--- src/fdsb_pkg.sv ---
package fdsb_pkg;

   localparam int unsigned DigitWidth      = 4;
   localparam int unsigned SelectWidth     = 2;
   localparam int unsigned ModeWidth       = 2;
   localparam int unsigned ScanPeriodWidth = 8;
   localparam int unsigned BlinkPerWidth   = 12;
   localparam int unsigned ScanCountWidth  = 9;
   localparam int unsigned BlinkCntWidth   = 13;
   localparam int unsigned CsrIndexWidth   = 2;
   localparam int unsigned CsrDataWidth    = 12;
   localparam int unsigned ReqDataWidth    = 16;
   localparam int unsigned RspDataWidth    = 8;

   localparam logic [CsrIndexWidth-1:0] CSR_DISPLAY_MODE = 2'd0;
   localparam logic [CsrIndexWidth-1:0] CSR_DISPLAY_ON   = 2'd1;
   localparam logic [CsrIndexWidth-1:0] CSR_SCAN_PERIOD  = 2'd2;
   localparam logic [CsrIndexWidth-1:0] CSR_BLINK_PERIOD = 2'd3;

   localparam logic [ModeWidth-1:0] MODE_NORMAL       = 2'd0;
   localparam logic [ModeWidth-1:0] MODE_HOUR_BLINK   = 2'd1;
   localparam logic [ModeWidth-1:0] MODE_MINUTE_BLINK = 2'd2;

   localparam logic [SelectWidth-1:0] SEL_MINUTE_UNITS = 2'd0;
   localparam logic [SelectWidth-1:0] SEL_MINUTE_TENS  = 2'd1;
   localparam logic [SelectWidth-1:0] SEL_HOUR_UNITS   = 2'd2;
   localparam logic [SelectWidth-1:0] SEL_HOUR_TENS    = 2'd3;

   localparam logic [ScanCountWidth-1:0]  SCAN_COUNT_MAX     = 9'd511;
   localparam logic [BlinkCntWidth-1:0]   BLINK_COUNT_MAX    = 13'd8191;
   localparam logic [ScanPeriodWidth-1:0] SCAN_PERIOD_RESET  = 8'd2;
   localparam logic [BlinkPerWidth-1:0]   BLINK_PERIOD_RESET = 12'd300;

   typedef struct packed {
      logic [ModeWidth-1:0]       display_mode;
      logic                       display_on;
      logic [ScanPeriodWidth-1:0] scan_period;
      logic [BlinkPerWidth-1:0]   blink_period;
   } cfg_type;

   typedef struct packed {
      logic [DigitWidth-1:0] minute_units;
      logic [DigitWidth-1:0] minute_tens;
      logic [DigitWidth-1:0] hour_units;
      logic [DigitWidth-1:0] hour_tens;
   } digits_type;

   typedef struct packed {
      logic [DigitWidth-1:0]  shown_digit;
      logic                   digit_enable;
      logic [SelectWidth-1:0] digit_select;
   } disp_type;

endpackage

--- src/fdsb_scan_state.sv ---
module fdsb_scan_state (
   input  logic                 clock,
   input  logic                 reset,
   input  logic                 tick,
   input  logic                 mode_write,
   input  fdsb_pkg::cfg_type    cfg,
   input  fdsb_pkg::digits_type digits,
   output fdsb_pkg::disp_type   disp_in
);

   logic [fdsb_pkg::SelectWidth-1:0]    scan_index_ff, scan_index_in;
   logic [fdsb_pkg::ScanCountWidth-1:0] scan_count_ff, scan_count_in, scan_inc;
   logic [fdsb_pkg::BlinkCntWidth-1:0]  blink_count_ff, blink_count_in, blink_inc;
   logic                                hours_visible_ff, hours_visible_in;
   logic                                minutes_visible_ff, minutes_visible_in;
   logic                                enable_latch_ff, enable_latch_in;
   logic [fdsb_pkg::DigitWidth-1:0]     digit_latch_ff, digit_latch_in;
   logic                                blink_due, scan_due, group_visible;
   logic [fdsb_pkg::SelectWidth-1:0]    next_index;
   logic [fdsb_pkg::DigitWidth-1:0]     next_digit;

   always_comb begin
      blink_inc = (blink_count_ff == fdsb_pkg::BLINK_COUNT_MAX) ?
                  blink_count_ff : blink_count_ff + 1'b1;
      scan_inc  = (scan_count_ff == fdsb_pkg::SCAN_COUNT_MAX) ?
                  scan_count_ff : scan_count_ff + 1'b1;
      blink_due = blink_inc > {1'b0, cfg.blink_period};
      scan_due  = scan_inc > {1'b0, cfg.scan_period};
      next_index = scan_index_ff + 1'b1;

      hours_visible_in   = hours_visible_ff;
      minutes_visible_in = minutes_visible_ff;
      blink_count_in     = blink_inc;
      if (cfg.display_mode == fdsb_pkg::MODE_HOUR_BLINK && blink_due) begin
         hours_visible_in = ~hours_visible_ff;
         blink_count_in   = '0;
      end else if (cfg.display_mode == fdsb_pkg::MODE_MINUTE_BLINK && blink_due) begin
         minutes_visible_in = ~minutes_visible_ff;
         blink_count_in     = '0;
      end

      unique case (next_index)
         fdsb_pkg::SEL_MINUTE_UNITS: begin
            next_digit    = digits.minute_units;
            group_visible = minutes_visible_in;
         end
         fdsb_pkg::SEL_MINUTE_TENS: begin
            next_digit    = digits.minute_tens;
            group_visible = minutes_visible_in;
         end
         fdsb_pkg::SEL_HOUR_UNITS: begin
            next_digit    = digits.hour_units;
            group_visible = hours_visible_in;
         end
         fdsb_pkg::SEL_HOUR_TENS: begin
            next_digit    = digits.hour_tens;
            group_visible = hours_visible_in;
         end
         default: begin
            next_digit    = digits.minute_units;
            group_visible = minutes_visible_in;
         end
      endcase

      if (scan_due) begin
         scan_index_in   = next_index;
         digit_latch_in  = next_digit;
         enable_latch_in = group_visible & cfg.display_on;
         scan_count_in   = '0;
      end else begin
         scan_index_in   = scan_index_ff;
         digit_latch_in  = digit_latch_ff;
         enable_latch_in = enable_latch_ff;
         scan_count_in   = scan_inc;
      end

      disp_in.digit_select = scan_index_in;
      disp_in.digit_enable = enable_latch_in;
      disp_in.shown_digit  = digit_latch_in;
   end

   always_ff @(posedge clock) begin
      if (reset) begin
         scan_index_ff      <= fdsb_pkg::SEL_MINUTE_UNITS;
         scan_count_ff      <= '0;
         blink_count_ff     <= '0;
         hours_visible_ff   <= 1'b1;
         minutes_visible_ff <= 1'b1;
         enable_latch_ff    <= 1'b0;
         digit_latch_ff     <= '0;
      end else if (mode_write) begin
         hours_visible_ff   <= 1'b1;
         minutes_visible_ff <= 1'b1;
         blink_count_ff     <= '0;
      end else if (tick) begin
         scan_index_ff      <= scan_index_in;
         scan_count_ff      <= scan_count_in;
         blink_count_ff     <= blink_count_in;
         hours_visible_ff   <= hours_visible_in;
         minutes_visible_ff <= minutes_visible_in;
         enable_latch_ff    <= enable_latch_in;
         digit_latch_ff     <= digit_latch_in;
      end
   end

endmodule

--- src/four_digit_scan_blink_driver_core.sv ---
// Drives a four-digit multiplexed display from one tick transfer per millisecond, each
// carrying the BCD hour and minute digits; every accepted tick yields exactly one result
// transfer with the active digit, its drive enable and the latched BCD value. A tick is
// accepted every clock cycle while req_tready is high, and its result is captured in the
// output register, which holds it while the result side stalls; the input side accepts
// as long as that register is empty or being emptied in the same cycle. Configuration
// writes take effect on the clock edge at which they are written.
module four_digit_scan_blink_driver_core (
   input  logic                                 clock,
   input  logic                                 reset,
   input  logic                                 req_tvalid,
   output logic                                 req_tready,
   // Fields from bit 0: hour_tens, hour_units, minute_tens, minute_units.
   input  logic [fdsb_pkg::ReqDataWidth-1:0]    req_tdata,
   output logic                                 rsp_tvalid,
   input  logic                                 rsp_tready,
   // Fields from bit 0: digit_select, digit_enable, shown_digit, one zero pad bit.
   output logic [fdsb_pkg::RspDataWidth-1:0]    rsp_tdata,
   input  logic                                 csr_we,
   input  logic [fdsb_pkg::CsrIndexWidth-1:0]   csr_index,
   input  logic [fdsb_pkg::CsrDataWidth-1:0]    csr_wdata
);

   fdsb_pkg::cfg_type    cfg_ff;
   fdsb_pkg::digits_type digits;
   fdsb_pkg::disp_type   disp_in, rsp_data_ff;
   logic                 rsp_valid_ff;
   logic                 req_accept, mode_write;

   assign req_tready = ~rsp_valid_ff | rsp_tready;
   assign req_accept = req_tvalid & req_tready;
   assign mode_write = csr_we && (csr_index == fdsb_pkg::CSR_DISPLAY_MODE);

   assign digits.hour_tens    = req_tdata[3:0];
   assign digits.hour_units   = req_tdata[7:4];
   assign digits.minute_tens  = req_tdata[11:8];
   assign digits.minute_units = req_tdata[15:12];

   always_ff @(posedge clock) begin
      if (reset) begin
         cfg_ff.display_mode <= fdsb_pkg::MODE_NORMAL;
         cfg_ff.display_on   <= 1'b1;
         cfg_ff.scan_period  <= fdsb_pkg::SCAN_PERIOD_RESET;
         cfg_ff.blink_period <= fdsb_pkg::BLINK_PERIOD_RESET;
      end else if (csr_we) begin
         unique case (csr_index)
            fdsb_pkg::CSR_DISPLAY_MODE:
               cfg_ff.display_mode <= csr_wdata[fdsb_pkg::ModeWidth-1:0];
            fdsb_pkg::CSR_DISPLAY_ON:
               cfg_ff.display_on <= csr_wdata[0];
            fdsb_pkg::CSR_SCAN_PERIOD:
               cfg_ff.scan_period <= csr_wdata[fdsb_pkg::ScanPeriodWidth-1:0];
            fdsb_pkg::CSR_BLINK_PERIOD:
               cfg_ff.blink_period <= csr_wdata[fdsb_pkg::BlinkPerWidth-1:0];
            default: ;
         endcase
      end
   end

   fdsb_scan_state u_scan_state (
      .clock      (clock),
      .reset      (reset),
      .tick       (req_accept),
      .mode_write (mode_write),
      .cfg        (cfg_ff),
      .digits     (digits),
      .disp_in    (disp_in)
   );

   always_ff @(posedge clock) begin
      if (reset) begin
         rsp_valid_ff <= 1'b0;
      end else if (req_accept) begin
         rsp_valid_ff <= 1'b1;
      end else if (rsp_tready) begin
         rsp_valid_ff <= 1'b0;
      end
   end

   always_ff @(posedge clock) begin
      if (req_accept) begin
         rsp_data_ff <= disp_in;
      end
   end

   assign rsp_tvalid = rsp_valid_ff;
   assign rsp_tdata  = {1'b0, rsp_data_ff};

endmodule

--- config.mk ---
export PLATFORM = sky130hd
export DESIGN_NAME = four_digit_scan_blink_driver_core
export DESIGN_NICKNAME = d
export VERILOG_FILES = /design/src/fdsb_pkg.sv /design/src/fdsb_scan_state.sv /design/src/four_digit_scan_blink_driver_core.sv
export SDC_FILE = /design/constraint.sdc
export NUM_CORES = 1
export LEC_CHECK = 0
export BUFFER_PORTS_ARGS = -buffer_cell sky130_fd_sc_hd__buf_4
export CAP_MARGIN = 25
export CELL_PAD_IN_SITES_DETAIL_PLACEMENT = 1
export CELL_PAD_IN_SITES_GLOBAL_PLACEMENT = 1
export CORE_UTILIZATION = 47
export DETAILED_ROUTE_END_ITERATION = 8
export GPL_TIMING_DRIVEN = 0
export HOLD_SLACK_MARGIN = 0.12
export PLACE_DENSITY = 0.91
export SLEW_MARGIN = 20
export SYNTH_ARGS = -nofsm -noshare
export SYNTH_HDL_FRONTEND = slang
export SYNTH_SLANG_ARGS = --single-unit
--- constraint.sdc ---
create_clock -name clock -period 7.95 [get_ports clock]
set_clock_uncertainty 0.1 [all_clocks]
set_input_delay 1.59 -clock clock [delete_from_list [all_inputs] [get_ports clock]]
set_output_delay 1.59 -clock clock [all_outputs]
set_load 0.02 [all_outputs]
Word-level counts from Yosys, hierarchy flattened
Cells that the tools add are included.
Widths: inputs -> output; s select.
- flip-flop bits (word level): 62
- input port bits: 35
- output and inout bits: 10
- logic and storage cells: 66
- $add $sub $neg: 3
- magnitude comparators: 2
- equal/unequal tests: 10
- muxes and demuxes: 15
- bitwise logic cells: 7
- reduce and logical (&&, ||, !) cells: 14
- operator list (operator ; number):
    $mux 13 ; 3
    $mux 9 ; 2
    $pmux 4 s4 ; 1
    $add 13x1->13 const B ; 1
    $eq 13x13->1 const B ; 1
    $gt 13x12->1 ; 1
    $eq 2x2->1 const B ; 5
    $reduce_and 2->1 ; 5
    $add 9x1->9 const B ; 1
    $eq 9x9->1 const B ; 1
    $gt 9x8->1 ; 1
    $eq 2x1->1 const B ; 3
    $mux 1 ; 6
    $reduce_or 2->1 ; 3
    $logic_not 2->1 ; 2
    $mux 4 ; 1
    $not 1->1 ; 4
    $logic_and 1x1->1 ; 3
    $add 2x1->2 const B ; 1
    $and 1x1->1 ; 2
    $mux 2 ; 1
    $pmux 1 s2 ; 1
    $reduce_bool 2->1 ; 1
    $or 1x1->1 ; 1

Logic depth before layout (Yosys ltp)
Gate-level depths: netlist of run 1.
- depth in word-level cells: 9
- gate-level depth with buffers: 14
- gate-level depth less buffers: 13

Cells and area by module
Synthesis of run 1 repeated with hierarchy kept, for this count alone.
- cells, all modules: 439
- area, all modules: 3920.0 um^2
- by module, submodules not included (module ; instances ; cells an instance ; area an instance (um^2) ; seq. area each (um^2)):
    fdsb_scan_state ; 1 ; 326 ; 2666.3 ; 620.6
    four_digit_scan_blink_driver_core ; 1 ; 113 ; 1253.7 ; 690.7

Least setup slack after synthesis of run 1
Ideal clock, no wire load.
- path type: input port to output port
- start point: input rsp_tready
- end point: output req_tready
- data arrival time: 1825 ps
- data required time: 6260 ps
- path slack: 4435 ps
- cell stages on the path: 1
- path buffers: 0
- cells stage by stage: nand2b_1
- word-level cells in the longest chain between the ends: 1
- RTL lines (item ; line ; text):
    from (decl) ; four_digit_scan_blink_driver_core.sv:16 ; input logic rsp_tready,
    $or 1x1->1 ; four_digit_scan_blink_driver_core.sv:30 ; assign req_tready = ~rsp_valid_ff | rsp_tready;
    to (decl) ; four_digit_scan_blink_driver_core.sv:12 ; output logic req_tready,
Every way passes these cells.

Worst setup path in the final report of run 1
Ends and elaborated chain as after synthesis.

==> impl_metrics.py, run 1 <==
metrics = {
    "outcome": {
        "outcome": "completed",
    },
    "sta": {
        "slew_violations": 0,
        "worst_pin_slew_ns": 0.714,
        "rsz0062_at_grt": "no",
        "max_freq_mhz": 269,
        "setup_slack_ns": 4.23,
        "finalCritPeriodShare_pct": 46.8,
        "relSlewSlack_pct": 52.2,
        "hold_violations": 0,
        "timing.final.crit_period_ns": 3.72,
        "finalSetupViolations": 0,
        "tns_ns": 0,
    },
    "synth": {
        "synthDistinctLibCells": 61,
        "avgSynthCellArea_sq_um": 8.50,
        "synth-seq-cells": 62,
        "synth_compound_area_share_pct": 17.4,
        "synth_area_sq_um": 3680,
        "synth_area_leaders": "dfxtp_1 30%, ha_1 8.8%, nand2_1 6.2%",
        "synth-edff-count": 7,
        "synthArstFlopShare_pct": 0,
        "synthXorXnorAreaFrac_pct": 3.81,
        "yosys.area_share.adder_pct": 8.84,
        "synth_top_flop_cell": "dfxtp_1",
        "yosys.area.top_type_share_pct": 29.9,
        "synth_top_family_by_area": "simple AND/OR/NAND/NOR gates",
        "synth_seq_area_share_pct": 35.6,
        "synth_mux_area_share_pct": 6.56,
        "syn_inst": 433,
        "yosys.area_share.simple_pct": 22.0,
        "yosys.area.top_type": "dfxtp_1",
        "syn-num-nets": 494,
        "yosysWarningCount": 0,
    },
    "global_route": {
        "grt_max_degree": 15,
        "grt_pass1_vias": 3792,
        "grt_pass1_wl_microns": 18100,
        "grt_usage_pct": 27.8,
        "antenna_found_initial": 0,
        "grt_remaining_overflow": 0,
    },
    "floorplan": {
        "dieWidth_microns": 90.5,
        "ioPinCount": 45,
        "die_y_microns": 90.5,
        "row_count": 31,
        "die_area_sq_um": 8190,
        "initial_core_util_pct": 49.7,
        "core_sq_um": 7410,
    },
    "drt": {
        "met3WireLength_microns": 335,
        "drt.antenna.violating_nets": 0,
        "dr.pass1.iters": 4,
        "met2WireLength_microns": 5630,
        "num_vias": 3413,
        "wl_microns": 10600,
        "wl_met1_microns": 4400,
        "wire_per_inst_microns": 18.0,
        "topRoutingLayerUsed": "met4",
        "drtIter0Drc": 135,
        "drc": 0,
        "vias_per_cell": 5.78,
    },
    "power_and_ir_drop": {
        "intPower_mw": 0.533,
        "power_switching_mw": 0.222,
        "clkPwrFrac_pct": 37.7,
        "seq_power_share_pct": 45.0,
        "p_per_area_nw_per_um2": 175,
        "finalPower_mw": 0.756,
        "power.leakage_nw": 1.82,
        "vdd_drop_max_uv": 96.4,
        "share_comb_of_total_power_pct": 17.3,
        "netSwitchingFraction_pct": 29.4,
    },
    "setup_path": {
        "cp-start-kind": "input port",
        "critPathLaunch": "rsp_tready",
        "cp.arrival_ns": 2.03,
        "cp-end-kind": "output pin",
        "required_ns": 6.26,
        "reg2reg_from": "u_scan_state.scan_count_ff[0]",
        "critPathMaxFanout": 3,
        "reg2reg_to": "rsp_tdata[3]",
        "crit_type": "input port to output pin",
        "crit_path_end": "req_tready",
        "r2r_cells": 11,
        "r2r_slack_ns": 4.31,
    },
    "clock_tree": {
        "cts_root_buffer": "clkbuf_8",
        "clk_pin_slew_ns": 0.08,
        "post_cts_buffers": 0,
        "cts_max_level": 3,
        "post_cts_resized": 0,
        "cts_hold_buffers": 0,
        "insertion_delay_ns": 0.35,
        "numCtsBuffers": 9,
        "cts_max_path_buffers": 2,
        "cts.sinks": 62,
        "cts_tree": "yes",
    },
    "final_layout": {
        "drive_gt1_share_pct": 18.7,
        "multi_input_area_sq_um": 2160,
        "area_growth_pct": 17.3,
        "n_fill_cell": 910,
        "nets": 547,
        "seqCellArea_sq_um": 1310,
        "antenna_cells": 0,
    },
    "placed_design": {
        "dp_slack_ns": 4.23,
        "port_buffers": 42,
        "gp_congestion": 0.815,
        "dpl.hpwl_microns": 7690,
    },
    "job": {
        "cap_violations": 0,
    },
    "worst_hold_path": {
        "hold_class": "flip-flop to flip-flop",
    },
}
## cells by family (layout without fill, tap and decap cells)
| logic type | after synthesis | after routing |
|---|---|---|
| AND/OR/NAND/NOR | 162 | 162 |
| buffers and inverters | 51 | 109 |
| multiplexers | 23 | 23 |
| XOR/XNOR | 16 | 16 |
| flip-flops | 62 | 62 |
| adder cells (fa/ha/maj) | 26 | 26 |
| other | 1 | 1 |
| AO/OA/AOI/OAI | 92 | 92 |
## placed cells by master, fill, tap and decap left out, types with 5 or more instances in the layout
master and n:
o211ai_1 5, nand2_1 61, clkbuf_1 12, buf_4 44, inv_1 32, dfxtp_1 55
xnor2_1 11, ha_1 26, o21ai_0 9, and2_1 7, xor2_1 5, nor2_1 26
and3_1 8, o22ai_1 6, nor3_1 10, nand2b_1 5, mux2i_1 14, mux2_2 9
edfxtp_1 7, nand3_1 22, a21oi_1 37, clkbuf_8 9
## cell type report
type                            instances  share of cell area, %
Multi-Input combinational cell        320                   50.0
Sequential cell                        62                   30.4
Timing Repair Buffer                   42                   7.30
Clock buffer                            9                   2.87
Tap cell                               99                   2.87
Inverter                               32                   2.78
Buffer                                 19                   2.06
Clock inverter                          7                   1.74
## Yosys cell counts, drive strengths merged (2+ instances only)
library cell and instances:
nand2 61, dfxtp 55, a21oi 38, inv 32
nor2 28, ha 26, nand3 23, mux2i 14
o21ai 14, clkbuf 12, xnor2 11, nor3 10
and3 9, mux2 9, and2 7, buf 7
edfxtp 7, o22ai 6, nand2b 5, o211ai 5
xor2 5, a222oi 4, nand4 4, o21a 4
nor3b 3, o31ai 3, or2 3, a31oi 2
a41oi 2, and4 2, nor2b 2, nor4 2
o2111ai 2, o211a 2, o221ai 2, or4 2
## how the worst min path moves through the flow
| stage | from | depth (start not counted) | slack, ns | endpoint |
|---|---|---|---|---|
| finish | cfg_ff[6] | 2 | 0.36 | cfg_ff[6] |
| global route | cfg_ff[18] | 2 | 0.39 | cfg_ff[18] |
| CTS | cfg_ff[6] | 2 | 0.36 | cfg_ff[6] |
| detailed placement | cfg_ff[6] | 2 | 0.35 | cfg_ff[6] |
| global placement | cfg_ff[14] | 2 | 0.34 | cfg_ff[14] |
| floorplan | cfg_ff[10] | 2 | 0.34 | cfg_ff[10] |
## stage by stage
stage / cell area [sq um] / util (%) / hold slack [ns] / std cells
after global placement: 4120 / 55.6 / 0.344 / 574
final: 4320 / 58.3 / 0.359 / 590
after floorplan: 3680 / - / 0.336 / 433
after CTS: 4320 / 58.3 / 0.359 / 590
after detailed placement: 4120 / 55.6 / 0.348 / 574
after global routing: 4320 / 58.3 / 0.385 / 590
## power groups by stage
stage | Sequential (mW) | Combinational (mW) | Clock (mW)
floorplan | 0.352 | 0.0759 | 0
finish | 0.340 | 0.130 | 0.285
global placement | 0.346 | 0.122 | 0
global route | 0.342 | 0.142 | 0.304
detailed placement | 0.347 | 0.129 | 0
CTS | 0.340 | 0.131 | 0.290
## per-layer routing
layer,vias to the layer above,track usage (%)
met4,0,13.7
met3,23,3.79
li1,1635,-
met1,1688,31.5
met5,-,0
met2,67,50.7
## flip-flops by register name, summed over array words and instances (netlist names)
register,cells
rsp_tvalid,1
rsp_tdata,7
cfg_ff,23
u_scan_state.hours_visible_ff,1
u_scan_state.digit_latch_ff,4
u_scan_state.blink_count_ff,13
u_scan_state.enable_latch_ff,1
u_scan_state.scan_count_ff,9
u_scan_state.minutes_visible_ff,1
u_scan_state.scan_index_ff,2
## worst max-delay path, cell delays in order
cell and delay (ns):
buf_4 0.10, nand2b_1 0.16, buf_4 0.17
Note: power is estimated with default switching activity, not from simulation.
==> inputs of run 2 (changes only) <==
--- a/config.mk
+++ b/config.mk
@@ -9,11 +9,11 @@
 export CAP_MARGIN = 25
 export CELL_PAD_IN_SITES_DETAIL_PLACEMENT = 1
 export CELL_PAD_IN_SITES_GLOBAL_PLACEMENT = 1
-export CORE_UTILIZATION = 47
+export CORE_UTILIZATION = 40
 export DETAILED_ROUTE_END_ITERATION = 8
 export GPL_TIMING_DRIVEN = 0
 export HOLD_SLACK_MARGIN = 0.12
-export PLACE_DENSITY = 0.91
+export PLACE_DENSITY = 0.83
 export SLEW_MARGIN = 20
 export SYNTH_ARGS = -nofsm -noshare
 export SYNTH_HDL_FRONTEND = slang
==> constraint.sdc (replaced) <==
create_clock -name clock -period 3.4 [get_ports clock]
set_clock_uncertainty 0.1 [all_clocks]
set_input_delay 0.68 -clock clock [delete_from_list [all_inputs] [get_ports clock]]
set_output_delay 0.68 -clock clock [all_outputs]
set_load 0.02 [all_outputs]
==> run 2 against run 1 <==
The flow now finishes with violations (DRC). Sequential share of layout area is 0.88 points lower. Design area up 4.1%. Worst hold slack got worse by 0.0010 ns. Die area increased by 17%. Clock-buffer cell count increased by 1. Clock power is 140% higher. Combinational power up 140%. Largest power group unchanged.
==> impl_metrics.py, run 2 (synthesis gave the netlist of run 1 again) <==
metrics = {
    "placed_design": {
        "dpl.hpwl_microns": 7540,
        "gp_congestion": 0.877,
        "port_buffers": 42,
        "place_area_sq_um": 4130,
    },
    "final_layout": {
        "nets": 554,
        "multi_input_area_sq_um": 2250,
        "drive_gt1_share_pct": 23.5,
        "regMostFlops": "cfg_ff",
        "design_area_sq_um": 4490,
        "n_fill_cell": 1055,
        "seqCellArea_sq_um": 1330,
        "largest_register_ffs": 23,
        "final_common_cell": "nand2_1",
        "antenna_cells": 0,
        "final_util_pct": 51.0,
        "biggestRegsByFlops": "cfg_ff (23), u_scan_state.blink_count_ff (13), u_scan_state.scan_count_ff (9)",
        "layout_common_cells": "60 x nand2_1, 50 x buf_4, 48 x dfxtp_1",
        "area_growth_pct": 22.1,
    },
    "global_route": {
        "grt_remaining_overflow": 0,
        "grt_pass1_vias": 3586,
        "antenna_found_initial": 0,
        "grt_usage_pct": 22.4,
        "grt_pass1_wl_microns": 17100,
        "grt_max_degree": 15,
    },
    "clock_tree": {
        "cts_tree": "yes",
        "insertion_delay_ns": 0.36,
        "cts_max_level": 3,
        "clk_pin_slew_ns": 0.08,
        "numCtsBuffers": 9,
        "cts_root_buffer": "clkbuf_8",
        "cts.sinks": 62,
        "cts_max_path_buffers": 2,
    },
    "setup_path": {
        "cp.arrival_ns": 3.47,
        "required_ns": 3.51,
        "critPathLaunch": "u_scan_state.blink_count_ff[2]",
        "crit_type": "flip-flop to flip-flop",
        "reg2reg_from": "u_scan_state.blink_count_ff[2]",
        "path_cells": "and3_1 -> and3_1 -> o211ai_1 -> xnor2_1 -> ha_1 -> nand3_1 -> o221a_2 -> o21ai_2 -> a21oi_4 -> buf_6 -> buf_12 -> o31ai_1 -> nand3_1",
        "r2r_cells": 13,
        "path_delay_family": "compound AO/OA/AOI/OAI gates",
        "cp-start-kind": "flip-flop",
        "crit_buf_inv": 2,
        "path_depth": 13,
        "cp-end-kind": "flip-flop",
        "r2r_slack_ns": 0.04,
        "crit_path_max_incr_delay_ns": 0.44,
        "crit_slowest_cell": "dfxtp_1",
        "critPathMaxFanout": 9,
    },
    "outcome": {
        "violations": "DRC",
        "outcome": "finished with violations",
    },
    "sta": {
        "hold_violations": 0,
        "timing.final.crit_period_ns": 3.36,
        "hold_ws_ns": 0.358,
        "relSlewSlack_pct": 52.3,
        "finalCritPeriodShare_pct": 99.0,
        "worst_pin_slew_ns": 0.712,
        "finalSetupViolations": 0,
        "slew_violations": 0,
        "max_freq_mhz": 297,
    },
    "power_and_ir_drop": {
        "power.leakage_nw": 1.87,
        "power_switching_mw": 0.530,
        "share_comb_of_total_power_pct": 17.4,
        "seq_power_share_pct": 44.6,
        "p_per_area_nw_per_um2": 397,
        "clkPwrFrac_pct": 38.0,
        "finalPower_mw": 1.78,
        "intPower_mw": 1.25,
        "vdd_drop_max_uv": 215,
        "netSwitchingFraction_pct": 29.7,
    },
    "drt": {
        "num_vias": 3458,
        "drtIter0Drc": 93,
        "drc": 2,
        "wl_microns": 11000,
        "dr.pass1.iters": 8,
        "vias_per_cell": 5.71,
        "drt.antenna.violating_nets": 0,
        "wire_per_inst_microns": 18.1,
    },
    "floorplan": {
        "ioPinCount": 45,
        "initial_core_util_pct": 41.8,
        "row_count": 34,
        "core_sq_um": 8810,
        "die_area_sq_um": 9590,
        "dieWidth_microns": 97.9,
        "die_y_microns": 97.9,
    },
    "worst_hold_path": {
        "hold_start": "cfg_ff[7]",
        "whs_path_depth": 2,
        "hold_class": "flip-flop to flip-flop",
    },
    "job": {
        "cap_violations": 0,
    },
}
run 2: power groups by stage:
| stage | combinational [mW] | sequential (mW) | clock [mW] |
|---|---|---|---|
| 2_1_floorplan | 0.178 | 0.823 | 0 |
| 3_3_place_gp | 0.286 | 0.810 | 0 |
| 3_5_place_dp | 0.302 | 0.812 | 0 |
| 4_1_cts | 0.307 | 0.795 | 0.686 |
| 5_1_grt | 0.338 | 0.798 | 0.712 |
| 6_report | 0.310 | 0.795 | 0.679 |
run 2: path summary, 6_finish.rpt:
| check | to |
|---|---|
| setup / recovery | u_scan_state.minutes_visible_ff |
| hold / removal | cfg_ff[7] |
| setup reg to reg | u_scan_state.minutes_visible_ff |
| hold reg to reg | cfg_ff[7] |
run 2: through the flow:
step | instances | setup slack, ns | TNS, ns
floorplan | 433 | 0.244 | 0
global placement | 583 | -0.121 | -0.220
detailed placement | 583 | -0.161 | -0.346
CTS | 602 | -0.00192 | -0.00192
global route | 606 | -0.115 | -0.264
finish | 606 | 0.0354 | 0
run 2: layout make-up:
class	instances	share of cell area [%]
inverters	32	2.67
clock buffers	10	2.84
multi-input cells	320	50.0
plain buffers	19	1.98
clock inverters	6	1.56
flip-flops and latches	62	29.5
well taps	108	3.01
repair buffers	49	8.47
run 2: repair_timing:
action                                  CTS  global route
buffers inserted                          3             4
gates resized for setup                   6            19
pin swaps                                 4             4
hold buffers                              0             0
endpoints found under the setup margin    6            13
run 2: routing by layer:
layer	GRT usage (%)	wire length (microns)	up-vias
li1	-	-	1652
met1	26.2	4660	1710
met2	40.0	5690	73
met3	3.94	361	23
met4	9.56	274	0
met5	0	0	-
run 2: worst reg2reg max path: cells and delay by family (launching register included):
kind	cells	cell delay (ns)
compound gates	5	1.05
xor+xnor	1	0.19
fa+ha+maj	1	0.32
buf+inv	2	0.29
flops	1	0.44
simple gates	4	0.84
==> inputs of run 3 (changes only) <==
--- a/config.mk
+++ b/config.mk
@@ -14,6 +14,7 @@
 export GPL_TIMING_DRIVEN = 0
 export HOLD_SLACK_MARGIN = 0.12
 export PLACE_DENSITY = 0.83
+export RECOVER_POWER = 25
 export SLEW_MARGIN = 20
 export SYNTH_ARGS = -nofsm -noshare
 export SYNTH_HDL_FRONTEND = slang
==> run 3 against run 2 <==
The flow still finishes with violations (DRC). Core utilization decreased by 0.099 points. Largest power group unchanged. Flip-flop and latch count unchanged. Non-clock buffer count unchanged. Register-to-register slack got worse by 0.02 ns. Wire length about the same. Sequential power about the same. Fmax decreased by 0.53%. Global-route usage unchanged. Via count decreased by 0.14%. Total power about the same.
==> impl_metrics.py, run 3 (synthesis gave the netlist of run 1 again) <==
metrics = {
    "clock_tree": {
        "cts_hold_buffers": 0,
        "cts.sinks": 62,
        "cts_max_level": 3,
        "insertion_delay_ns": 0.36,
        "cts_tree": "yes",
        "cts_root_buffer": "clkbuf_8",
        "numCtsBuffers": 9,
        "clk_pin_slew_ns": 0.08,
        "cts_max_path_buffers": 2,
    },
    "setup_path": {
        "reg2reg_to": "u_scan_state.minutes_visible_ff",
        "crit_slowest_cell": "dfxtp_1",
        "reg2reg_from": "u_scan_state.blink_count_ff[2]",
        "crit_path_end": "u_scan_state.minutes_visible_ff",
        "r2r_slack_ns": 0.02,
        "required_ns": 3.51,
        "critPathMaxFanout": 9,
        "path_depth": 13,
        "crit_path_max_incr_delay_ns": 0.44,
        "cp-start-kind": "flip-flop",
        "crit_type": "flip-flop to flip-flop",
        "path_cells": "and3_1 -> and3_1 -> o211ai_1 -> xnor2_1 -> ha_1 -> nand3_1 -> o221a_2 -> o21ai_2 -> a21oi_4 -> buf_6 -> buf_12 -> o31ai_1 -> nand3_1",
        "path_delay_family": "compound AO/OA/AOI/OAI gates",
        "r2r_cells": 13,
        "cp-end-kind": "flip-flop",
        "cp.arrival_ns": 3.49,
        "crit_buf_inv": 2,
        "critPathLaunch": "u_scan_state.blink_count_ff[2]",
    },
    "sta": {
        "worst_pin_slew_ns": 0.885,
        "setup_slack_ns": 0.0173,
        "max_freq_mhz": 296,
        "hold_violations": 0,
        "hold_ws_ns": 0.358,
        "slew_violations": 0,
        "relSlewSlack_pct": 40.9,
        "finalCritPeriodShare_pct": 99.5,
        "timing.final.crit_period_ns": 3.38,
        "finalSetupViolations": 0,
    },
    "floorplan": {
        "die_y_microns": 97.9,
        "row_count": 34,
        "die_area_sq_um": 9590,
        "ioPinCount": 45,
        "initial_core_util_pct": 41.8,
        "core_sq_um": 8810,
        "dieWidth_microns": 97.9,
    },
    "outcome": {
        "violations": "DRC",
        "outcome": "finished with violations",
    },
    "final_layout": {
        "largest_register_ffs": 23,
        "biggestRegsByFlops": "cfg_ff (23), u_scan_state.blink_count_ff (13), u_scan_state.scan_count_ff (9)",
        "nets": 554,
        "antenna_cells": 0,
        "drive_gt1_share_pct": 23.1,
        "final_common_cell": "nand2_1",
        "regMostFlops": "cfg_ff",
        "design_area_sq_um": 4480,
        "final_util_pct": 50.9,
        "layout_common_cells": "60 x nand2_1, 49 x buf_4, 48 x dfxtp_1",
        "area_growth_pct": 21.9,
    },
    "drt": {
        "wire_per_inst_microns": 18.1,
        "drtIter0Drc": 102,
        "wl_microns": 11000,
        "drt.antenna.violating_nets": 0,
        "vias_per_cell": 5.70,
        "drc": 2,
        "dr.pass1.iters": 6,
        "num_vias": 3453,
    },
    "worst_hold_path": {
        "hold_class": "flip-flop to flip-flop",
    },
    "global_route": {
        "grt_remaining_overflow": 0,
        "grt_pass1_vias": 3586,
        "antenna_found_initial": 0,
        "grt_usage_pct": 22.4,
        "grt_max_degree": 15,
        "grt_pass1_wl_microns": 17100,
    },
    "placed_design": {
        "port_buffers": 42,
        "dp_slack_ns": -0.161,
        "place_area_sq_um": 4130,
        "dpl.hpwl_microns": 7540,
        "gp_congestion": 0.877,
    },
    "power_and_ir_drop": {
        "vdd_drop_max_uv": 214,
        "power.leakage_nw": 1.87,
        "finalPower_mw": 1.78,
        "p_per_area_nw_per_um2": 398,
    },
    "job": {
        "cap_violations": 0,
    },
}
run 3: per-stage QoR:
stage | setup TNS, ns | instances
2_1_floorplan | 0 | 433
4_1_cts | -0.00192 | 602
6_report | 0 | 606
3_5_place_dp | -0.346 | 583
5_1_grt | -0.264 | 606
3_3_place_gp | -0.220 | 583
run 3: layout make-up:
| cell class | count | area, sq um |
|---|---|---|
| Multi-Input combinational cell | 320 | 2240 |
| Inverter | 32 | 120 |
| Clock buffer | 10 | 128 |
| Fill cell | 1057 | 4320 |
| Clock inverter | 6 | 70.1 |
| Tap cell | 108 | 135 |
| Sequential cell | 62 | 1330 |
| Buffer | 19 | 88.8 |
| Timing Repair Buffer | 49 | 377 |
run 3: layer usage:
layer	track usage (%)	share of wire (%)
met1	26.2	42
met2	40.0	52
met3	3.94	3.4
met4	9.56	2.5
met5	0	0
run 3: how the worst min path moves through the flow:
| stage | from | end | slack, ns | depth (start not counted) |
|---|---|---|---|---|
| 2_1_floorplan | cfg_ff[10] | cfg_ff[10] | 0.34 | 2 |
| 3_3_place_gp | cfg_ff[11] | cfg_ff[11] | 0.34 | 2 |
| 3_5_place_dp | cfg_ff[7] | cfg_ff[7] | 0.35 | 2 |
| 4_1_cts | cfg_ff[7] | cfg_ff[7] | 0.36 | 2 |
| 5_1_grt | cfg_ff[7] | cfg_ff[7] | 0.38 | 2 |
| 6_report | cfg_ff[7] | cfg_ff[7] | 0.36 | 2 |
run 3: worst reg2reg max path: stages, from the launching register on:
cell and delay (ns):
dfxtp_1 0.44, and3_1 0.29, and3_1 0.29, o211ai_1 0.18, xnor2_1 0.19, ha_1 0.32
nand3_1 0.15, o221a_2 0.29, o21ai_2 0.18, a21oi_4 0.07, buf_6 0.15, buf_12 0.14
o31ai_1 0.34, nand3_1 0.12
run 3: power by group:
group | switching, mW | total [mW] | internal [mW]
sequential | 0.0196 | 0.795 | 0.775
combinational | 0.175 | 0.310 | 0.135
clock | 0.335 | 0.679 | 0.344
total | 0.529 | 1.78 | 1.25
run 3: repair_timing:
item / CTS / global route
endpoints found under the hold margin: 0 / 0
pin swaps: 4 / 4
setup endpoints to repair: 6 / 13
resized for setup: 6 / 19
setup buffers: 3 / 4
